`src/hw/rtl/pckf_pkg.sv`:
```
// Shared constants and opcodes for the particle color keyframe interpolator.
// No dependencies; used by pckf_locate and the top level.
package pckf_pkg;

  localparam int TIME_BITS = 20;
  localparam int MAX_KEYS  = 16;
  localparam int KEY_W     = $clog2(MAX_KEYS);
  localparam int CNT_W     = $clog2(MAX_KEYS + 1);
  localparam int RATIO_W   = 16;

  // remainder of seg*life / n is taken this many bits per stage
  localparam int MOD_STEP   = 3;
  localparam int PROD_W     = KEY_W + TIME_BITS;
  localparam int MOD_STAGES = (PROD_W + MOD_STEP - 1) / MOD_STEP;

  // input reg, segment divide, product, remainder, add, ratio divide
  localparam int LOC_LAT = 1 + KEY_W + 1 + MOD_STAGES + 1 + RATIO_W;

  localparam int CFG_W     = TIME_BITS;
  localparam int CFG_IDX_W = 2;
  localparam logic [CFG_IDX_W-1:0] REG_LIFETIME  = 2'd0;
  localparam logic [CFG_IDX_W-1:0] REG_VIS_COUNT = 2'd1;
  localparam logic [CFG_IDX_W-1:0] REG_COL_COUNT = 2'd2;

  localparam logic [TIME_BITS-1:0] LIFETIME_RESET = TIME_BITS'(1000);

  localparam logic [1:0] OP_EVAL      = 2'd0;
  localparam logic [1:0] OP_WRITE_COL = 2'd1;
  localparam logic [1:0] OP_WRITE_VIS = 2'd2;

  localparam int VIS_W       = 9;
  localparam int COLOR_W     = 32;
  localparam int S_TDATA_W   = 64;
  localparam int M_TDATA_W   = 40;

endpackage

```
`src/hw/rtl/pckf_locate.sv`:
```
// Segment and Q0.16 ratio finder for equally spaced keys over the lifetime.
// Pipelined restoring dividers; depends on pckf_pkg.
module pckf_locate (
  input  logic                             clk,
  input  logic                             en,
  input  logic [pckf_pkg::TIME_BITS-1:0]   t,
  input  logic [pckf_pkg::TIME_BITS-1:0]   life,
  input  logic [pckf_pkg::CNT_W-1:0]       n,
  input  logic [pckf_pkg::KEY_W-1:0]       last,
  output logic [pckf_pkg::KEY_W-1:0]       seg,
  output logic [pckf_pkg::RATIO_W-1:0]     ratio,
  output logic                             at_last
);

  localparam int TB = pckf_pkg::TIME_BITS;
  localparam int NW = pckf_pkg::CNT_W;
  localparam int AW = pckf_pkg::KEY_W;
  localparam int DW = TB + NW;
  localparam int PW = pckf_pkg::PROD_W;
  localparam int MS = pckf_pkg::MOD_STAGES;
  localparam int MSTEP = pckf_pkg::MOD_STEP;
  localparam int RB = pckf_pkg::RATIO_W;

  // seg = n*t / life, one quotient bit per stage
  logic [DW-1:0] drem [0:AW];
  logic [AW-1:0] dquo [0:AW];
  logic          dovf [0:AW];

  always_ff @(posedge clk) begin
    if (en) begin
      drem[0] <= DW'(n) * DW'(t);
      dquo[0] <= '0;
      dovf[0] <= 1'b0;
      for (int j = 0; j < AW; j++) begin
        if (j == 0) begin
          dovf[j+1] <= drem[0] >= (DW'(life) << AW);
        end else begin
          dovf[j+1] <= dovf[j];
        end
        if (drem[j] >= (DW'(life) << (AW - 1 - j))) begin
          drem[j+1] <= drem[j] - (DW'(life) << (AW - 1 - j));
          dquo[j+1] <= {dquo[j][AW-2:0], 1'b1};
        end else begin
          drem[j+1] <= drem[j];
          dquo[j+1] <= {dquo[j][AW-2:0], 1'b0};
        end
      end
    end
  end

  // (seg*life) mod n, bit serial over MS stages
  logic [NW-1:0] mrem  [0:MS];
  logic [PW-1:0] mprod [0:MS];
  logic [TB-1:0] mrem1 [0:MS];
  logic [AW-1:0] mseg  [0:MS];
  logic          mlast [0:MS];
  logic [NW-1:0] mnext [0:MS-1];

  always_comb begin
    logic [NW-1:0] acc;
    acc = '0;
    for (int j = 0; j < MS; j++) begin
      acc = mrem[j];
      for (int s = 0; s < MSTEP; s++) begin
        if (PW - 1 - (MSTEP * j + s) >= 0) begin
          acc = {acc[NW-2:0], mprod[j][PW-1-(MSTEP*j+s)]};
          if (acc >= n) begin
            acc = acc - n;
          end
        end
      end
      mnext[j] = acc;
    end
  end

  always_ff @(posedge clk) begin
    if (en) begin
      mrem[0]  <= '0;
      mprod[0] <= PW'(dquo[AW]) * PW'(life);
      mrem1[0] <= drem[AW][TB-1:0];
      mseg[0]  <= dquo[AW];
      mlast[0] <= dovf[AW] || (dquo[AW] >= last);
      for (int j = 0; j < MS; j++) begin
        mrem[j+1]  <= mnext[j];
        mprod[j+1] <= mprod[j];
        mrem1[j+1] <= mrem1[j];
        mseg[j+1]  <= mseg[j];
        mlast[j+1] <= mlast[j];
      end
    end
  end

  // rel*n = rem1 + mod; ratio = rel*n*65536 / life
  logic [TB:0]   rrem  [0:RB];
  logic [RB-1:0] rquo  [0:RB];
  logic          rsat  [0:RB];
  logic [AW-1:0] rseg  [0:RB];
  logic          rlast [0:RB];

  always_ff @(posedge clk) begin
    if (en) begin
      rrem[0]  <= (TB+1)'(mrem1[MS]) + (TB+1)'(mrem[MS]);
      rquo[0]  <= '0;
      rsat[0]  <= 1'b0;
      rseg[0]  <= mseg[MS];
      rlast[0] <= mlast[MS];
      for (int j = 0; j < RB; j++) begin
        if ({rrem[j], 1'b0} >= (TB+2)'(life)) begin
          rrem[j+1] <= (TB+1)'({rrem[j], 1'b0} - (TB+2)'(life));
          rquo[j+1] <= {rquo[j][RB-2:0], 1'b1};
        end else begin
          rrem[j+1] <= (TB+1)'({rrem[j], 1'b0});
          rquo[j+1] <= {rquo[j][RB-2:0], 1'b0};
        end
        if (j == 0) begin
          rsat[j+1] <= rrem[0] >= (TB+1)'(life);
        end else begin
          rsat[j+1] <= rsat[j];
        end
        rseg[j+1]  <= rseg[j];
        rlast[j+1] <= rlast[j];
      end
    end
  end

  assign seg     = rseg[RB];
  assign ratio   = rsat[RB] ? '1 : rquo[RB];
  assign at_last = rlast[RB];

endmodule

```
`config.mk`:
```
export PLATFORM = sky130hd
export DESIGN_NAME = pckf_locate
export DESIGN_NICKNAME = d
export VERILOG_FILES = /design/src/hw/rtl/pckf_pkg.sv /design/src/hw/rtl/pckf_locate.sv
export SDC_FILE = /design/constraint.sdc
export NUM_CORES = 2
export LEC_CHECK = 0
export ABC_AREA = 1
export BUFFER_PORTS_ARGS = -buffer_cell sky130_fd_sc_hd__buf_2
export CORE_MARGIN = 4
export CORE_UTILIZATION = 40
export CTS_CLUSTER_SIZE = 40
export DETAILED_ROUTE_END_ITERATION = 7
export GPL_ROUTABILITY_DRIVEN = 1
export RECOVER_POWER = 25
export SLEW_MARGIN = 20
export SYNTH_ARGS = -nofsm -noshare
export SYNTH_HDL_FRONTEND = slang
export SYNTH_SLANG_ARGS = --single-unit
```
`constraint.sdc`:
```
create_clock -name clk -period 9.65 [get_ports clk]
set_input_delay 2.895 -clock clk [delete_from_list [all_inputs] [get_ports clk]]
set_output_delay 2.895 -clock clk [all_outputs]
set_load 0.02 [all_outputs]
```
==> impl_metrics.json <==
{
  "num_rows": 161,
  "gpl.final_weighted_congestion": 0.9357,
  "synth_seq_cells": 1073,
  "slew_headroom_pct": 3.702,
  "postSynth.topFlopCell": "sky130_fd_sc_hd__edfxtp_1",
  "io-pin-count": 72,
  "syn_nets": 10720,
  "count_of_nets_after_finishing": 10820,
  "power.density_nw_per_um2": 306.0,
  "gr-total-overflow": 0,
  "start_kind": "input port",
  "synth-async-reset-ratio_pct": 0,
  "power.internal_uw": 14490,
  "yosys.area.top_type": "sky130_fd_sc_hd__edfxtp_1",
  "worst_ep_arrival_time_ns": 8.19,
  "post-synth-top-area-fraction_pct": 41.21,
  "grt_max_degree": 178,
  "post_route_setup_tns_ns": 0,
  "finalNonFillerCells": 12640,
  "end_kind": "flip-flop",
  "met1_usage_pct": 29.57,
  "num_antenna_cells": 0,
  "design.die.area_um2": 202200,
  "power.switching_fraction_pct": 44.51,
  "htree_num_levels": 3,
  "detail_route.vias_per_cell": 5.129,
  "syn_area_per_cell_um2": 7.875,
  "ctsResizeCount": 0,
  "p_clk_share_pct": 18.4,
  "synth_area_leaders": "sky130_fd_sc_hd__edfxtp_1 (41%), sky130_fd_sc_hd__nand2_1 (18%), sky130_fd_sc_hd__ha_1 (10%)",
  "area_growth_syn_to_layout_pct": 9.330,
  "global_route.usage.met3_pct": 2.444,
  "portBuffers": 71,
  "power.ir.vdd_worst_v": 0.0001685,
  "timing.final.crit_share_pct": 79.11,
  "clock_sinks": 1073,
  "placed_cells": 12420,
  "post_synth_inst_count": 9911,
  "seq_area_frac_synth_pct": 41.26,
  "max_freq_mhz": 131.0,
  "grt_resource_usage_total_pct": 21.10,
  "synth-edff-count": 1071,
  "clk_path_buf_depth": 3,
  "report.final.setup_viol": 0,
  "grt_util_met2_pct": 34.11,
  "final-hold-violation-count": 0,
  "initialDrtViolationCount": 5266,
  "report.power.total_uw": 26110,
  "clock-root-buffer": "sky130_fd_sc_hd__clkbuf_16",
  "netSwitchingPower_uw": 11620,
  "power.combinational.fraction_pct": 51.5,
  "cts_buffers": 120,
  "timing_worst_slew_pin_value_ns": 1.444,
  "grt_pass1_wl_mm": 340.9,
  "min_path_type": "flip-flop to flip-flop",
  "start_util_pct": 40.40,
  "maxCapViolCount": 0,
  "via_count": 64840,
  "post-route-drc-count": 0,
  "cts_tree": "built",
  "core_region_area_um2": 193200,
  "die_w_um": 449.7,
  "post_synth_num_cell_types": 46,
  "latest_clock_arrival_within_the_worst_skew_pair_ns": 0.80,
  "hold_buf_cts": 0,
  "die_extent_in_y_um": 449.7,
  "share_of_cells_above_drive_strength_1_pct": 5.239,
  "first_global_vias": 61990,
  "yosys_warnings": 0,
  "drt_pre_antenna_iters": 6,
  "finClkSkew_ns": 0.06833,
  "post_drt_wl_per_cell_um": 17.22,
  "gr-max-usage-layer": "met2",
  "power.static_leakage_uw": 0.04232,
  "cts_clock_pin_slew_for_the_worst_setup_and_hold_paths_ns": 0.07,
  "worst_ep_required_time_ns": 10.20,
  "maxSlewViolCount": 0,
  "seq_power_share_pct": 30.2,
  "worst-path-max-fanout": 22,
  "finalCoreUtilization_pct": 44.17,
  "drtAntennaViolNets": 0,
  "grt_setup_unrepaired": "no",
  "result_of_the_run": "complete, no violations",
  "detailedPlacementHpwl_mm": 159.3,
  "post_cts_buffers": 0,
  "nFillCells": 19140,
  "routed_wl_mm": 217.7,
  "period_minus_slack_ns": 7.634,
  "mappedNetlistArea_um2": 78050,
  "path_class": "input port to flip-flop",
  "whs_ns": 0.3969,
  "grt_antenna_before_repair": 6
}
## critical path, stage by stage
cell	delay [ns]
sky130_fd_sc_hd__buf_2	0.35
sky130_fd_sc_hd__inv_1	0.52
sky130_fd_sc_hd__buf_4	0.35
sky130_fd_sc_hd__ha_1	0.33
sky130_fd_sc_hd__a21oi_1	0.17
sky130_fd_sc_hd__a21boi_0	0.31
sky130_fd_sc_hd__nand3_1	0.23
sky130_fd_sc_hd__o21ai_0	0.29
sky130_fd_sc_hd__inv_1	0.07
sky130_fd_sc_hd__ha_1	0.34
sky130_fd_sc_hd__nand2_1	0.07
sky130_fd_sc_hd__o21a_1	0.18
sky130_fd_sc_hd__nand3_1	0.14
sky130_fd_sc_hd__inv_1	0.11
sky130_fd_sc_hd__o21ai_0	0.46
sky130_fd_sc_hd__ha_1	0.35
sky130_fd_sc_hd__nand3_1	0.09
sky130_fd_sc_hd__nand2_1	0.06
sky130_fd_sc_hd__nand2_1	0.08
sky130_fd_sc_hd__nand3b_1	0.09
sky130_fd_sc_hd__a21oi_1	0.38
sky130_fd_sc_hd__inv_1	0.16
sky130_fd_sc_hd__nand3_1	0.11
sky130_fd_sc_hd__nand2_1	0.06
## registers in the layout (all words and copies together), names as in the netlist, 9 cells and up
| register | flops |
|---|---|
| rrem | 336 |
| mrem1 | 180 |
| rquo | 136 |
| drem | 120 |
| mprod | 108 |
| rseg | 68 |
| mseg | 36 |
| mrem | 33 |
| rlast | 17 |
| rsat | 16 |
| dquo | 10 |
| mlast | 9 |
## per-stage QoR
step / cell area, um2 / setup WS (ns)
after floorplan: 78050 / 1.983
final: 85330 / 2.016
after global placement: 81160 / 1.354
after global routing: 85330 / 1.399
after CTS: 85330 / 2.018
after detailed placement: 81160 / 1.147
## cells in the mapped netlist (all sizes together), types with 3 or more instances
library cell and count:
nand2 3756, inv 1533, edfxtp 1071, nand3 822, ha 626, nor2 594, a21oi 381, xor2 194
nand4 190, fa 133, buf 124, o21ai 93, nor3 86, xnor2 62, clkbuf 45, o21bai 39
and2 34, or2 30, nand3b 28, o21a 17, a21o 13, a21boi 9, a31oi 7, nor4 7
mux2i 6, and3 3
## cell usage in the layout (no fill, tap or decap), types with 70 or more instances in the layout
cell                        instances
sky130_fd_sc_hd__nand2_1         3694
sky130_fd_sc_hd__inv_1           1497
sky130_fd_sc_hd__edfxtp_1        1071
sky130_fd_sc_hd__nand3_1          807
sky130_fd_sc_hd__ha_1             626
sky130_fd_sc_hd__nor2_1           575
sky130_fd_sc_hd__a21oi_1          363
sky130_fd_sc_hd__xor2_1           194
sky130_fd_sc_hd__nand4_1          190
sky130_fd_sc_hd__fa_1             133
sky130_fd_sc_hd__clkbuf_16        120
sky130_fd_sc_hd__o21ai_0           93
sky130_fd_sc_hd__nor3_1            78
sky130_fd_sc_hd__buf_2             70
## logic make-up after synthesis
logic type               after synthesis  share of synthesized area, %
multiplexers                           6                       0.07695
flip-flops                          1073                         41.26
XOR/XNOR                             256                         2.873
buffers and inverters               1702                         8.739
AO/OA/AOI/OAI                        563                         4.001
adder cells (fa/ha/maj)              759                         13.45
AND/OR/NAND/NOR                     5552                         29.60
## power by group through the flow
stage	clock, uW	combinational [uW]	sequential [uW]
final	4800	13400	7870
after global routing	5140	15400	7960
after CTS	4960	13400	7860
after detailed placement	0	13300	7930
after global placement	0	13100	7940
after floorplan	0	10300	7470
## layout make-up
cell class | count | area, um2 | share of cell area, %
Clock inverter | 90 | 1110 | 1.301
Timing Repair Buffer | 147 | 1007 | 1.180
Inverter | 1533 | 5754 | 6.744
Tap cell | 2526 | 3161 | 3.704
Clock buffer | 137 | 3067 | 3.594
Multi-Input combinational cell | 7136 | 39030 | 45.74
Sequential cell | 1073 | 32200 | 37.74
## path summary, 6_finish.rpt
| kind | cells after the start | startpoint | slack (ns) | endpoint |
|---|---|---|---|---|
| worst min register to register | 0 | rquo[7][0] | 0.40 | rquo[8][1] |
| worst max register to register | 21 | mrem[0][16] | 4.85 | mrem[0][23] |
| worst min-delay path | 0 | rquo[7][0] | 0.40 | rquo[8][1] |
| worst max-delay path | 24 | n[4] | 2.02 | mrem[0][18] |
## layer usage
layer,part of all wire (%),wire (um),vias up
met3,5.8,12560,357
met1,46,100100,30410
li1,-,-,32220
met5,0.0032,7,-
met2,45,98000,1849
met4,3.3,7087,2
Note: power is estimated with default switching activity, not from simulation.
